## config.mk

```make
export PLATFORM = sky130hd
export DESIGN_NAME = dct_quantize_8x8_flat
export DESIGN_NICKNAME = d
export VERILOG_FILES = /design/src/dcq_pkg.sv /design/src/dcq_ifs.sv /design/src/dct_quantize_8x8.sv /design/src/dcq_front.sv /design/src/dcq_back.sv /design/src/flat_wrapper.sv
export VERILOG_INCLUDE_DIRS = /design/src /design/src/src
export SDC_FILE = /design/constraint.sdc
export NUM_CORES = 2
export LEC_CHECK = 0
export ABC_CLOCK_PERIOD_IN_PS = 15000
export BUFFER_PORTS_ARGS = -buffer_cell sky130_fd_sc_hd__buf_2
export CAP_MARGIN = 30
export CORE_UTILIZATION = 39
export DETAILED_ROUTE_END_ITERATION = 16
export PLACE_DENSITY = 0.57
export REMOVE_ABC_BUFFERS = 1
export SYNTH_ARGS = -nofsm -noshare
export SYNTH_HDL_FRONTEND = slang
export SYNTH_SLANG_ARGS = --single-unit
```

## constraint.sdc

```tcl
create_clock -name clk -period 15 [get_ports clk]
set_input_delay 1.5 -clock clk [delete_from_list [all_inputs] [get_ports clk]]
set_output_delay 1.5 -clock clk [all_outputs]
set_load 0.05 [all_outputs]
```

## src/dct_quantize_8x8_defines.svh

```systemverilog
// Assertion macros for the 8x8 DCT quantizer.
`ifndef DCT_QUANTIZE_8X8_DEFINES_SVH
`define DCT_QUANTIZE_8X8_DEFINES_SVH
`ifndef NO_ASSERTIONS
`define DCQ_ASSERT_IMPLY(lbl, clk, rst_n, a, b) \
	lbl: assert property (@(posedge clk) disable iff (!rst_n) (a) |-> (b)) \
		else $error("dcq: assertion failed");
`define DCQ_ASSERT_NEXT(lbl, clk, rst_n, a, b) \
	lbl: assert property (@(posedge clk) disable iff (!rst_n) (a) |=> (b)) \
		else $error("dcq: assertion failed");
`else
`define DCQ_ASSERT_IMPLY(lbl, clk, rst_n, a, b)
`define DCQ_ASSERT_NEXT(lbl, clk, rst_n, a, b)
`endif
`endif

```

## src/dcq_pkg.sv

```systemverilog
// Shared types, tables and basis function of the 8x8 DCT quantizer.
package dcq_pkg;

	localparam int COS_FRAC_BITS_DEF = 14;
	localparam int SAMPLE_W = 8;
	localparam int COEF_W = 9;
	localparam int ROW_W = 20;
	localparam int OUT_SHIFT = 20;

	localparam logic [6:0] QTAB [64] = '{
		7'd16, 7'd11, 7'd10, 7'd16, 7'd24, 7'd40, 7'd51, 7'd61,
		7'd12, 7'd12, 7'd14, 7'd19, 7'd26, 7'd58, 7'd60, 7'd55,
		7'd14, 7'd13, 7'd16, 7'd24, 7'd40, 7'd57, 7'd69, 7'd56,
		7'd14, 7'd17, 7'd22, 7'd29, 7'd51, 7'd87, 7'd80, 7'd62,
		7'd18, 7'd22, 7'd37, 7'd56, 7'd68, 7'd109, 7'd103, 7'd77,
		7'd24, 7'd35, 7'd55, 7'd64, 7'd81, 7'd104, 7'd113, 7'd92,
		7'd49, 7'd64, 7'd78, 7'd87, 7'd103, 7'd121, 7'd120, 7'd101,
		7'd72, 7'd92, 7'd95, 7'd98, 7'd112, 7'd100, 7'd103, 7'd99
	};

	// cos(k*pi/16) in Q30
	localparam longint COS_Q30 [9] = '{
		64'sd1073741824, 64'sd1053110176, 64'sd992008094, 64'sd892783698,
		64'sd759250125, 64'sd596538995, 64'sd410903207, 64'sd209476638, 64'sd0
	};

	typedef struct packed {
		logic       avail;
		logic [1:0] fill;
	} f2b_t;

	typedef struct packed {
		logic [5:0] rd_addr;
		logic       rel;
	} b2f_t;

	// C(u)/2 * cos((2m+1)u*pi/16) with f fraction bits
	function automatic int basis_val(int u, int m, int f);
		longint master;
		longint mag;
		int k;
		bit neg;
		neg = 1'b0;
		master = COS_Q30[4];
		if (u != 0) begin
			k = ((2 * m + 1) * u) & 31;
			if (k > 16) k = 32 - k;
			if (k > 8) begin
				k = 16 - k;
				neg = 1'b1;
			end
			master = COS_Q30[k];
		end
		mag = (master + (longint'(1) << (30 - f))) >>> (31 - f);
		return neg ? int'(-mag) : int'(mag);
	endfunction

endpackage

```

## src/dcq_ifs.sv

```systemverilog
// Stream interfaces for samples in and coefficients out.
interface dcq_in_if;
	logic                                   valid;
	logic                                   ready;
	logic signed [dcq_pkg::SAMPLE_W-1:0]    sample;
	modport source (output valid, output sample, input ready);
	modport sink (input valid, input sample, output ready);
endinterface

interface dcq_out_if;
	logic                                   valid;
	logic                                   ready;
	logic signed [dcq_pkg::COEF_W-1:0]      coefficient;
	logic                                   last_in_block;
	modport source (output valid, output coefficient, output last_in_block, input ready);
	modport sink (input valid, input coefficient, input last_in_block, output ready);
endinterface

```

## src/dct_quantize_8x8.sv

```systemverilog
// Throughput is set by the single MAC, which forms each row and column output in turn,
// and by the serial quantizing divide that follows each column output.
// Intake takes one sample per cycle until both block banks are full.
// Reset: arst_n clears the sample count, bank queue and sequencer; buffers are not cleared.
module dct_quantize_8x8 #(
	parameter int COS_FRAC_BITS = dcq_pkg::COS_FRAC_BITS_DEF
) (
	input  logic       clk,
	input  logic       arst_n,
	dcq_in_if.sink     pixels,
	dcq_out_if.source  coefs
);

	`include "dct_quantize_8x8_defines.svh"

	dcq_pkg::f2b_t f2b;
	dcq_pkg::b2f_t b2f;
	logic signed [dcq_pkg::SAMPLE_W-1:0] smp_data;

	dcq_front u_front (
		.clk     (clk),
		.arst_n  (arst_n),
		.pixels  (pixels),
		.b2f     (b2f),
		.f2b     (f2b),
		.rd_data (smp_data)
	);

	dcq_back #(.COS_FRAC_BITS(COS_FRAC_BITS)) u_back (
		.clk      (clk),
		.arst_n   (arst_n),
		.f2b      (f2b),
		.b2f      (b2f),
		.smp_data (smp_data),
		.coefs    (coefs)
	);

	`DCQ_ASSERT_IMPLY(a_rel_avail, clk, arst_n, b2f.rel, f2b.avail)
	`DCQ_ASSERT_IMPLY(a_out_avail, clk, arst_n, coefs.valid, f2b.avail)
	`DCQ_ASSERT_IMPLY(a_stall_full, clk, arst_n, !pixels.ready, f2b.fill == 2'd2)
	`DCQ_ASSERT_NEXT(a_rel_idle, clk, arst_n, b2f.rel, !coefs.valid)

endmodule

```

## src/dcq_front.sv

```systemverilog
// Sample intake: two block banks and the block queue toward the transform engine.
module dcq_front (
	input  logic                               clk,
	input  logic                               arst_n,
	dcq_in_if.sink                             pixels,
	input  dcq_pkg::b2f_t                      b2f,
	output dcq_pkg::f2b_t                      f2b,
	output logic signed [dcq_pkg::SAMPLE_W-1:0] rd_data
);

	logic signed [dcq_pkg::SAMPLE_W-1:0] mem [128];
	logic [5:0] cnt_q;
	logic       wr_bank_q;
	logic       rd_bank_q;
	logic [1:0] full_q;
	logic [1:0] full_d;
	logic       accept;

	assign pixels.ready = !full_q[wr_bank_q];
	assign accept = pixels.valid && pixels.ready;
	assign f2b.avail = full_q[rd_bank_q];
	assign f2b.fill = 2'(full_q[0]) + 2'(full_q[1]);

	always_comb begin
		full_d = full_q;
		if (b2f.rel) full_d[rd_bank_q] = 1'b0;
		if (accept && cnt_q == 6'd63) full_d[wr_bank_q] = 1'b1;
	end

	always_ff @(posedge clk or negedge arst_n) begin
		if (!arst_n) begin
			cnt_q <= '0;
			wr_bank_q <= 1'b0;
			rd_bank_q <= 1'b0;
			full_q <= '0;
		end else begin
			full_q <= full_d;
			if (accept) begin
				cnt_q <= cnt_q + 6'd1;
				if (cnt_q == 6'd63) wr_bank_q <= !wr_bank_q;
			end
			if (b2f.rel) rd_bank_q <= !rd_bank_q;
		end
	end

	always_ff @(posedge clk) begin
		if (accept) mem[{wr_bank_q, cnt_q}] <= pixels.sample;
		rd_data <= mem[{rd_bank_q, b2f.rd_addr}];
	end

endmodule

```

## src/dcq_back.sv

```systemverilog
// Transform engine: row and column passes on one MAC, with a serial quantizing divide after each column output.
module dcq_back #(
	parameter int COS_FRAC_BITS = dcq_pkg::COS_FRAC_BITS_DEF
) (
	input  logic                               clk,
	input  logic                               arst_n,
	input  dcq_pkg::f2b_t                      f2b,
	output dcq_pkg::b2f_t                      b2f,
	input  logic signed [dcq_pkg::SAMPLE_W-1:0] smp_data,
	dcq_out_if.source                          coefs
);

	localparam int BW = COS_FRAC_BITS + 1;
	localparam int PW = dcq_pkg::ROW_W + BW;
	localparam int AW = PW + 3;
	localparam int RS = 2 * COS_FRAC_BITS - 20;
	localparam logic signed [AW-1:0] RND = AW'(1) <<< (RS - 1);
	localparam logic signed [AW-1:0] R_MAX = (AW'(1) <<< (dcq_pkg::ROW_W - 1)) - AW'(1);
	localparam logic signed [AW-1:0] R_MIN = -(AW'(1) <<< (dcq_pkg::ROW_W - 1));

	typedef enum logic [4:0] {
		ST_IDLE = 5'b00001,
		ST_ROW  = 5'b00010,
		ST_COL  = 5'b00100,
		ST_DIV  = 5'b01000,
		ST_OUT  = 5'b10000
	} bst_t;

	bst_t st_q;
	logic [5:0] idx_q;
	logic [3:0] term_q;
	logic [3:0] cnt_q;
	logic issue;

	logic v_s1, last_s1, first_s1;
	logic [2:0] tm_s1;
	logic v_s2, last_s2, first_s2;
	logic signed [PW-1:0] prod_s2;
	logic signed [AW-1:0] acc_q;

	logic signed [dcq_pkg::ROW_W-1:0] rowmem [64];
	logic signed [dcq_pkg::ROW_W-1:0] rowmem_q;

	logic [2:0] bu;
	int bval;
	logic signed [BW-1:0] basis;
	logic signed [dcq_pkg::ROW_W-1:0] opnd;
	logic signed [AW-1:0] sum;
	logic signed [AW-1:0] rsh;
	logic signed [dcq_pkg::ROW_W-1:0] r20;
	logic [AW-1:0] magn;
	logic [AW-1:0] fm;
	logic [11:0] fmag;

	logic [11:0] dq_q;
	logic [7:0] rem_q;
	logic neg_q;
	logic [7:0] trial;
	logic [6:0] qv;
	logic ge;
	logic [8:0] coef_d;
	logic signed [dcq_pkg::COEF_W-1:0] coef_q;
	logic last_q;
	logic out_take;

	assign issue = (st_q == ST_ROW || st_q == ST_COL) && !term_q[3];
	assign b2f.rd_addr = {idx_q[5:3], term_q[2:0]};
	assign out_take = (st_q == ST_OUT) && coefs.ready;
	assign b2f.rel = out_take && idx_q == 6'd63;
	assign coefs.valid = (st_q == ST_OUT);
	assign coefs.coefficient = coef_q;
	assign coefs.last_in_block = last_q;

	always_comb begin
		bu = (st_q == ST_ROW) ? idx_q[2:0] : idx_q[5:3];
		bval = dcq_pkg::basis_val(int'(bu), int'(tm_s1), COS_FRAC_BITS);
		basis = bval[BW-1:0];
		opnd = (st_q == ST_ROW) ? dcq_pkg::ROW_W'(smp_data) : rowmem_q;
		sum = (first_s2 ? '0 : acc_q) + AW'(prod_s2);
		rsh = (sum + RND) >>> RS;
		if (rsh > R_MAX) r20 = R_MAX[dcq_pkg::ROW_W-1:0];
		else if (rsh < R_MIN) r20 = R_MIN[dcq_pkg::ROW_W-1:0];
		else r20 = rsh[dcq_pkg::ROW_W-1:0];
		magn = sum[AW-1] ? AW'(-sum) : AW'(sum);
		fm = magn >> dcq_pkg::OUT_SHIFT;
		fmag = (|fm[AW-1:12]) ? 12'hFFF : fm[11:0];
		qv = dcq_pkg::QTAB[idx_q];
		trial = {rem_q[6:0], dq_q[11]};
		ge = trial >= {1'b0, qv};
		if (neg_q) coef_d = (|dq_q[11:8]) ? 9'h100 : 9'd0 - {1'b0, dq_q[7:0]};
		else coef_d = (|dq_q[11:8]) ? 9'd255 : {1'b0, dq_q[7:0]};
	end

	always_ff @(posedge clk or negedge arst_n) begin
		if (!arst_n) begin
			st_q <= ST_IDLE;
			idx_q <= '0;
			term_q <= '0;
			cnt_q <= '0;
			v_s1 <= 1'b0;
			v_s2 <= 1'b0;
		end else begin
			v_s1 <= issue;
			v_s2 <= v_s1;
			if (issue) term_q <= term_q + 4'd1;
			unique case (st_q)
				ST_IDLE: begin
					idx_q <= '0;
					term_q <= '0;
					if (f2b.avail) st_q <= ST_ROW;
				end
				ST_ROW: begin
					if (v_s2 && last_s2) begin
						term_q <= '0;
						idx_q <= idx_q + 6'd1;
						if (idx_q == 6'd63) st_q <= ST_COL;
					end
				end
				ST_COL: begin
					if (v_s2 && last_s2) begin
						cnt_q <= '0;
						st_q <= ST_DIV;
					end
				end
				ST_DIV: begin
					cnt_q <= cnt_q + 4'd1;
					if (cnt_q == 4'd12) st_q <= ST_OUT;
				end
				ST_OUT: begin
					if (coefs.ready) begin
						term_q <= '0;
						idx_q <= idx_q + 6'd1;
						st_q <= (idx_q == 6'd63) ? ST_IDLE : ST_COL;
					end
				end
				default: st_q <= ST_IDLE;
			endcase
		end
	end

	// datapath: MAC pipeline, row store, divider, output register
	always_ff @(posedge clk) begin
		last_s1 <= term_q == 4'd7;
		first_s1 <= term_q == 4'd0;
		tm_s1 <= term_q[2:0];
		last_s2 <= last_s1;
		first_s2 <= first_s1;
		prod_s2 <= opnd * basis;
		if (v_s2) acc_q <= sum;
		rowmem_q <= rowmem[{term_q[2:0], idx_q[2:0]}];
		if (st_q == ST_ROW && v_s2 && last_s2) rowmem[idx_q] <= r20;
		if (st_q == ST_COL && v_s2 && last_s2) begin
			dq_q <= fmag;
			rem_q <= '0;
			neg_q <= sum[AW-1];
		end
		if (st_q == ST_DIV) begin
			if (cnt_q == 4'd12) begin
				coef_q <= coef_d;
				last_q <= idx_q == 6'd63;
			end else begin
				rem_q <= ge ? trial - {1'b0, qv} : trial;
				dq_q <= {dq_q[10:0], ge};
			end
		end
	end

endmodule
```

## src/flat_wrapper.sv

```systemverilog
// flat-port wrapper written by rule: the top's interface ports become plain ports
module dct_quantize_8x8_flat 
#(
	parameter int COS_FRAC_BITS = dcq_pkg::COS_FRAC_BITS_DEF
)
  (clk, arst_n, pixels_valid, pixels_sample, pixels_ready, coefs_valid, coefs_coefficient, coefs_last_in_block, coefs_ready);
  dcq_in_if pixels_i ();
  dcq_out_if coefs_i ();
  input  logic clk;
  input  logic arst_n;
  input wire logic [$bits(pixels_i.valid)-1:0] pixels_valid;
  input wire logic [$bits(pixels_i.sample)-1:0] pixels_sample;
  output wire logic [$bits(pixels_i.ready)-1:0] pixels_ready;
  output wire logic [$bits(coefs_i.valid)-1:0] coefs_valid;
  output wire logic [$bits(coefs_i.coefficient)-1:0] coefs_coefficient;
  output wire logic [$bits(coefs_i.last_in_block)-1:0] coefs_last_in_block;
  input wire logic [$bits(coefs_i.ready)-1:0] coefs_ready;
  assign pixels_i.valid = pixels_valid;
  assign pixels_i.sample = pixels_sample;
  assign pixels_ready = pixels_i.ready;
  assign coefs_valid = coefs_i.valid;
  assign coefs_coefficient = coefs_i.coefficient;
  assign coefs_last_in_block = coefs_i.last_in_block;
  assign coefs_i.ready = coefs_ready;
  dct_quantize_8x8 #(.COS_FRAC_BITS(COS_FRAC_BITS)) u_core (.clk(clk), .arst_n(arst_n), .pixels(pixels_i), .coefs(coefs_i));
endmodule
```

# ---- Yosys cells after proc, flatten, opt, wreduce, memory -nomap -nowiden
# Memories as Yosys holds them, arrays and structs flattened. A register that Yosys moved wholly into a read port is not among the register bits.
# Index checks and enable logic that the tools add are counted.
dict set report op_classes {
  mux 60
  eq_ne 15
  n_mul 2
  n_lt_le_gt_ge 11
  bitwise 5
  addsub 14
  reduce_logical 28
}
# op count
set op_table {}
lappend op_table {{2-to-1 mux 32 bit} 7}
lappend op_table {{2-to-1 mux 38 bit} 2}
lappend op_table {{2-to-1 mux 20 bit} 3}
lappend op_table {{2-to-1 mux 12 bit} 4}
lappend op_table {{2-to-1 mux 8 bit} 5}
lappend op_table {{adder 38 bit} 1}
lappend op_table {{adder 38 x 9 -> 38 bit (second input constant)} 1}
lappend op_table {{negation 38 bit} 1}
lappend op_table {{multiplier 20 x 15 -> 35 bit} 1}
lappend op_table {{adder 32 x 18 -> 32 bit (second input constant)} 1}
lappend op_table {{greater-or-equal comparator 32 x 5 -> 1 bit (second input constant)} 1}
lappend op_table {{> comparator 32 x 5 -> 1 bit (second input constant)} 1}
lappend op_table {{inverter 32 bit} 1}
lappend op_table {{subtractor 6 x 32 -> 32 bit (first input constant)} 1}
lappend op_table {{> comparator 30 x 20 -> 1 bit (second input constant)} 1}
lappend op_table {{less-than comparator 30 x 20 -> 1 bit (second input constant)} 1}
lappend op_table {{2-to-1 mux 5 bit} 6}
lappend op_table {{one-hot mux 5 bit (5 select lines)} 1}
lappend op_table {{2-to-1 mux 9 bit} 2}
lappend op_table {{one-hot mux 6 bit (3 select lines)} 1}
lappend op_table {{2-to-1 mux 4 bit} 4}
lappend op_table {{2-to-1 mux 15 bit} 1}
lappend op_table {{negation 15 bit} 1}
lappend op_table {{2-to-1 mux 7 bit} 2}
lappend op_table {{44 further kinds} 85}
dict set report word_totals {
  regBits 142
  elab_cells 161
  n_memories 4
  rom_bits 1472
  ramBits 2304
  output_inout_bits 12
}
# name words word_bits rd rd_clocked_by_memory_dff write_ports line_no
set mem_list {}
lappend mem_list {u_core.u_back.rowmem 64 20 1 1 1 dcq_back.sv:41} ;# logic signed [dcq_pkg::ROW_W-1:0] rowmem [64];
lappend mem_list {{(no name shown)} 16 64 1 0 0 dcq_pkg.sv:52} ;# master = COS_Q30[k];
lappend mem_list {u_core.u_front.mem 128 8 1 1 1 dcq_front.sv:11} ;# logic signed [dcq_pkg::SAMPLE_W-1:0] mem [128];
lappend mem_list {{(no name shown)} 64 7 1 0 0 dcq_back.sv:87} ;# qv = dcq_pkg::QTAB[idx_q];

# ---- Depth between registers and ports, before layout
dict set report logic_depth {
  ltp_word 18
  mapped_depth 58
  ltp_nobuf 54
}

# ---- By module
# Synthesis repeated with hierarchy kept, for this count alone.
dict set report unflattened {
  cells_unflattened 6928
  hier_area_um2 109807.8
}
# module instances cells_per_inst seq_area_each_um2 area_per_inst_um2
set modules_own_cells {}
lappend modules_own_cells {dcq_back 1 5259 42056.6 69725.6}
lappend modules_own_cells {dcq_front 1 1669 31159.9 40082.2}

# ---- Worst setup path after synthesis
# Ideal clock, no wire load.
dict set report synth_path {
  path_type {register -> register}
  from {reg u_core.u_back.st_q[4]}
  to {reg u_core.u_back.prod_s2[33]}
  arrival_time_ns 13.355
  period_less_slack_ns 13.427
  stages_incl_launch_ff 57
  required_time_ns 14.928
  setup_ns 0.072
  setup_slack_ns 1.573
  cell_sequence {dfrtp_1 buf_6 nor3_2 nand2_1 o21ai_1 clkbuf_1 clkinv_1 nor2_1 fa_1 ha_1 fa_1 xnor2_1 xnor3_1 o21ai_1 and2_1 ha_1 clkbuf_1 nor2_1 [21 not listed] fa_1 fa_1 fa_1 inv_1 fa_1 inv_1 ha_1 a21o_1 a21o_1 a21oi_1 o21ai_0 a41oi_1 a21oi_1 a21o_1 o21ai_0 o21ai_0 a21oi_1 xnor2_1}
}
dict set report synth_between {
  elab_chain_cells 18
  word_cells_on_any_way 24
  classes_between {4 x add/sub; 2 x mul; 2 x order compare; 1 x eq/ne; 12 x mux; 1 x bitwise; 1 x reduce/logical; 1 x memory}
}
# element line_no
set synth_lines {}
lappend synth_lines {{start: declaration} dcq_back.sv:29} ;# bst_t st_q;
lappend synth_lines {{start signal: assignment} dcq_back.sv:133} ;# st_q <= (idx_q == 6'd63) ? ST_IDLE : ST_COL;
lappend synth_lines {{== test 5 x 2 -> 1 bit *} {dcq_back.sv:75, dcq_back.sv:78}}
lappend synth_lines {{2-to-1 mux 3 bit} dcq_back.sv:75} ;# bu = (st_q == ST_ROW) ? idx_q[2:0] : idx_q[5:3];
lappend synth_lines {{multiplier 5 x 3 -> 5 bit} dcq_pkg.sv:46} ;# k = ((2 * m + 1) * u) & 31;
lappend synth_lines {{subtractor 6 x 5 -> 7 bit or > comparator 5 bit (tied branches)} dcq_pkg.sv:47} ;# if (k > 16) k = 32 - k;
lappend synth_lines {{2-to-1 mux 32 bit} dcq_pkg.sv:47}
lappend synth_lines {{2-to-1 mux 32 bit} dcq_pkg.sv:45} ;# if (u != 0) begin
lappend synth_lines {{subtractor 6 x 32 -> 32 bit or > comparator 32 x 5 -> 1 bit (tied branches)} {dcq_pkg.sv:49, dcq_pkg.sv:48}}
lappend synth_lines {{2-to-1 mux 32 bit} dcq_pkg.sv:48} ;# if (k > 8) begin
lappend synth_lines {{2-to-1 mux 32 bit} dcq_pkg.sv:45}
lappend synth_lines {{inverter 32 bit (implied by the code)} dcq_pkg.sv:52}
lappend synth_lines {{memory read (16 x 64 bit)} --}
lappend synth_lines {{2-to-1 mux 32 bit (implied by the code) (2 in a row)} dcq_pkg.sv:52}
lappend synth_lines {{2-to-1 mux 32 bit} dcq_pkg.sv:45}
lappend synth_lines {{adder 32 x 18 -> 32 bit} dcq_pkg.sv:54} ;# mag = (master + (longint'(1) << (30 - f))) >>> (31 - f);
lappend synth_lines {{negation 15 bit} dcq_pkg.sv:55} ;# return neg ? int'(-mag) : int'(mag);
lappend synth_lines {{2-to-1 mux 15 bit} dcq_pkg.sv:55}
lappend synth_lines {{multiplier 20 x 15 -> 35 bit *} dcq_back.sv:148} ;# prod_s2 <= opnd * basis;
lappend synth_lines {{end signal: assignment} dcq_back.sv:148}
lappend synth_lines {{end: declaration} dcq_back.sv:38} ;# logic signed [PW-1:0] prod_s2;
# Every way passes the cells marked *; elsewhere a longest branch is shown, timed or not. The select of a mux whose other input is x is not followed.
# A chain may end at the register's enable or synchronous reset.

# ---- Worst setup path after layout
# Same ends and word-level chain as after synthesis.

==> impl_results.md <==
- Number of CTS-inserted buffers: 274
- Grt total ovfl: 0
- Sw Ratio: 39.3%
- Synth area leaders: edfxtp_1 65%, mux4_2 6.5%, fa_1 5.3%
- Area leader, netlist: edfxtp_1
- Period utilization: 94.9%
- Comb power frac: 49.2%
- DR DRC count: 0
- Pin count of the biggest net entering global routing: 105
- CTS tree: done
- Routability congestion estimate: 0.869
- H-tree levels: 5
- Post-DP HPWL: 182,000 um
- Synth cell types: 104
- Seq cells post-synth: 2,473
- Clock Pin Slew Worst Setup and Hold Paths: 0.06 ns
- Seq/Total Area, Yosys: 66.9%
- Total GRT Usage: 21.0%
- Cells after synthesis: 6,983
- EDFF count, synth: 2,353
- Mapped cell area: 109,000 sq um
- Lkg Pwr: 0.0405 uW
- Max VDD drop: 0.691 mV
- Slew Limit Fails: 0
- Worst path bufs/invs: 6
- Pint: 19,400 uW
- Area of the die: 283,000 sq um
- CP required: 15.77 ns
- Net Sw Power: 12,600 uW
- CP peak stage delay: 0.58 ns
- Io pins: 24
- CTS Buffer Depth: 4
- Area grow syn2layout: 13.0%
- Total power: 32,000 uW
- Iteration-0 DRC Markers: 6,300
- Die height: 532 um
- Vias in the first global route: 63,300
- Initial antenna violation count: 7
- Drt first pass iters: 5
- Crit-path slowest cell: or4_1
- Clock Tree Root: clkbuf_16
- Die Wd: 532 um
- Hold_ws: 0.327 ns
- Fill cells: 24,500
- Commonest cells after routing, fill and taps aside: 2,353 x edfxtp_1, 406 x nor2_1, 403 x nand2_1, 359 x inv_1, 314 x mux4_2
- Most frequent CP cell: fa_1
- Nets: 7,549
- Num Clock Sinks: 2,473
- Avg WL per Cell: 27.4 um
- Dpl ws: 0.227 ns
- Commonest register cell after synthesis: edfxtp_1
- Final Hold Viols: 0
- Crit Path Class: register to register
- Max Fanout on Critical Path: 20
- First-pass GRT wire length: 441,000 um
- Yosys top cell area share: 64.6%
- Cell row count: 194
- Area of the multi-input gates: 33,900 sq um
- Delay-heaviest family, CP: adder cells
- Average size of a mapped cell: 15.7 sq um
- Critical Path End Type: register
- Least-Margin Pin Slew: 1.17 ns
- Fmax: 0.0702 GHz
- Via-to-Cell Ratio: 5.73
- Ys async rst share: 1.25%
- Max transition margin: 21.7%
- Worst setup SP type: register
- Commonest non-fill, non-tap cell in the layout: edfxtp_1
- Share of post-route cells with drive strength above 1: 15.0%
- PortBufs: 23
- Unrepaired setup endpoints after global routing: no
- FF/Latch Area: 73,200 sq um
- Via count: 63,100
- Clk_skew: 0.0691 ns
- Final setup vio count: 0
- Post-Route WL: 302,000 um
- Initial Utilization: 39.2%
- Status: completed
- Clock power frac: 20.5%
- PD cells: 259 nW/um^2
- Setup slack after layout: 0.758 ns
- Worst hold path type: register to register
- Min Tclk post-route: 14.24 ns
- Synth warn: 0
- Core footprint: 279,000 sq um
- Crit path DAT: 15.01 ns
- Skew-Pair Late Insertion Delay: 0.86 ns
- Max cap viols: 0
- Power share of the sequential group: 30.2%
- Post-DRT Antenna Nets: 0
-- sequential cells by signal, summed over array words and instances (netlist names), 4 cells and up --
name and count:
u_core.u_back.acc_q 38, u_core.u_back.cnt_q 4, u_core.u_back.coefs.coefficient 9, u_core.u_back.dq_q 12
u_core.u_back.idx_q 6, u_core.u_back.prod_s2 35, u_core.u_back.rem_q 7, u_core.u_back.rowmem 1280
u_core.u_back.rowmem_q 20, u_core.u_back.st_q 5, u_core.u_back.term_q 4, u_core.u_front.cnt_q 6
u_core.u_front.mem 1024, u_core.u_front.rd_data 8
-- path summary, 6_finish.rpt --
| check | from | endpoint | slack (ns) | depth (start not counted) |
|---|---|---|---|---|
| max in group asynchronous | arst_n | u_core.u_back.idx_q[3] | 13.55 | 1 |
| min | u_core.u_back.last_s1 | u_core.u_back.last_s2 | 0.33 | 0 |
| max reg2reg | u_core.u_back.st_q[4] | u_core.u_back.prod_s2[33] | 0.76 | 53 |
| min reg2reg | u_core.u_back.last_s1 | u_core.u_back.last_s2 | 0.33 | 0 |
| min in group asynchronous | arst_n | u_core.u_front.cnt_q[5] | 0.77 | 1 |
| max | u_core.u_back.st_q[4] | u_core.u_back.prod_s2[33] | 0.76 | 53 |
-- logic make-up (layout without fill, tap and decap cells) --
logic type	count (synthesis)	in the layout	synth area share [%]
buffers and inverters	763	1064	2.66
muxes	485	485	8.06
adders and majority gates	452	452	7.17
xor gates and xnor gates	127	127	1.05
DFF	2473	2473	66.9
and+or+nand+nor	1407	1407	5.98
AOI/OAI and AO/OA	1276	1276	8.17
other	0	10	0
-- cell type report --
type | count | area share (%)
clock buffers | 349 | 6.00
clock inverters | 126 | 0.991
inverters | 371 | 1.13
flip-flops and latches | 2473 | 59.2
well taps | 3724 | 3.77
multi-input cells | 3747 | 27.4
diodes | 10 | 0.0202
repair buffers | 218 | 1.47
-- worst register-to-register path: cells and delay by family (launching register included) --
| family | cells | cell delay [ns] |
|---|---|---|
| AO/OA/AOI/OAI | 21 | 4.39 |
| XOR/XNOR | 3 | 0.87 |
| AND/OR/NAND/NOR | 10 | 2.49 |
| multiplexers | 1 | 0.08 |
| buffers and inverters | 6 | 0.69 |
| flip-flops | 1 | 0.47 |
| adder cells (fa/ha/maj) | 12 | 5.15 |
-- metrics by stage --
step	cells	TNS, ns	cell area, sq um	util (%)
finish	11000	0	124000	44.3
global route	11000	0	124000	44.3
CTS	11000	0	123000	44.2
detailed placement	10500	0	115000	41.1
global placement	10500	0	115000	41.1
floorplan	6591	-66.96	108000	-
-- routing by layer --
layer	track usage (%)	wire, um
met1	29.2	129000
met3	3.03	20100
met4	6.93	9970
met5	0	9
met2	33.8	143000
-- synthesized netlist by cell type, types with 31 or more instances --
master / count
mux4_2: 314
inv_1: 360
nor2b_1: 58
dfxtp_1: 89
a21oi_1: 253
and2_1: 45
buf_1: 64
a221oi_1: 101
a311oi_1: 31
a211oi_1: 33
ha_1: 160
nand3_1: 123
xor2_1: 36
o21ai_0: 150
a22oi_1: 281
edfxtp_1: 2353
nor2_1: 472
a31oi_1: 45
nand4_1: 78
fa_1: 292
xnor2_1: 88
nand2_1: 404
mux2i_1: 139
clkbuf_1: 309
o211ai_1: 38
nor3_1: 54
mux2_2: 32
a21o_1: 52
o22ai_1: 49
a22o_1: 73
-- power groups by stage --
stage	clock [uW]	combinational (uW)	sequential (uW)
floorplan	0	11500	10100
global placement	0	15700	9810
detailed placement	0	15900	9820
CTS	6680	16000	9670
global route	6920	17800	9690
finish	6570	15800	9680
-- timing repair --
item,4_1_cts,5_1_grt
hold buffers,0,0
gates resized for setup,0,10
buffers inserted,0,5
setup endpoints to repair,0,11
Power figures use the tool's default switching activity.
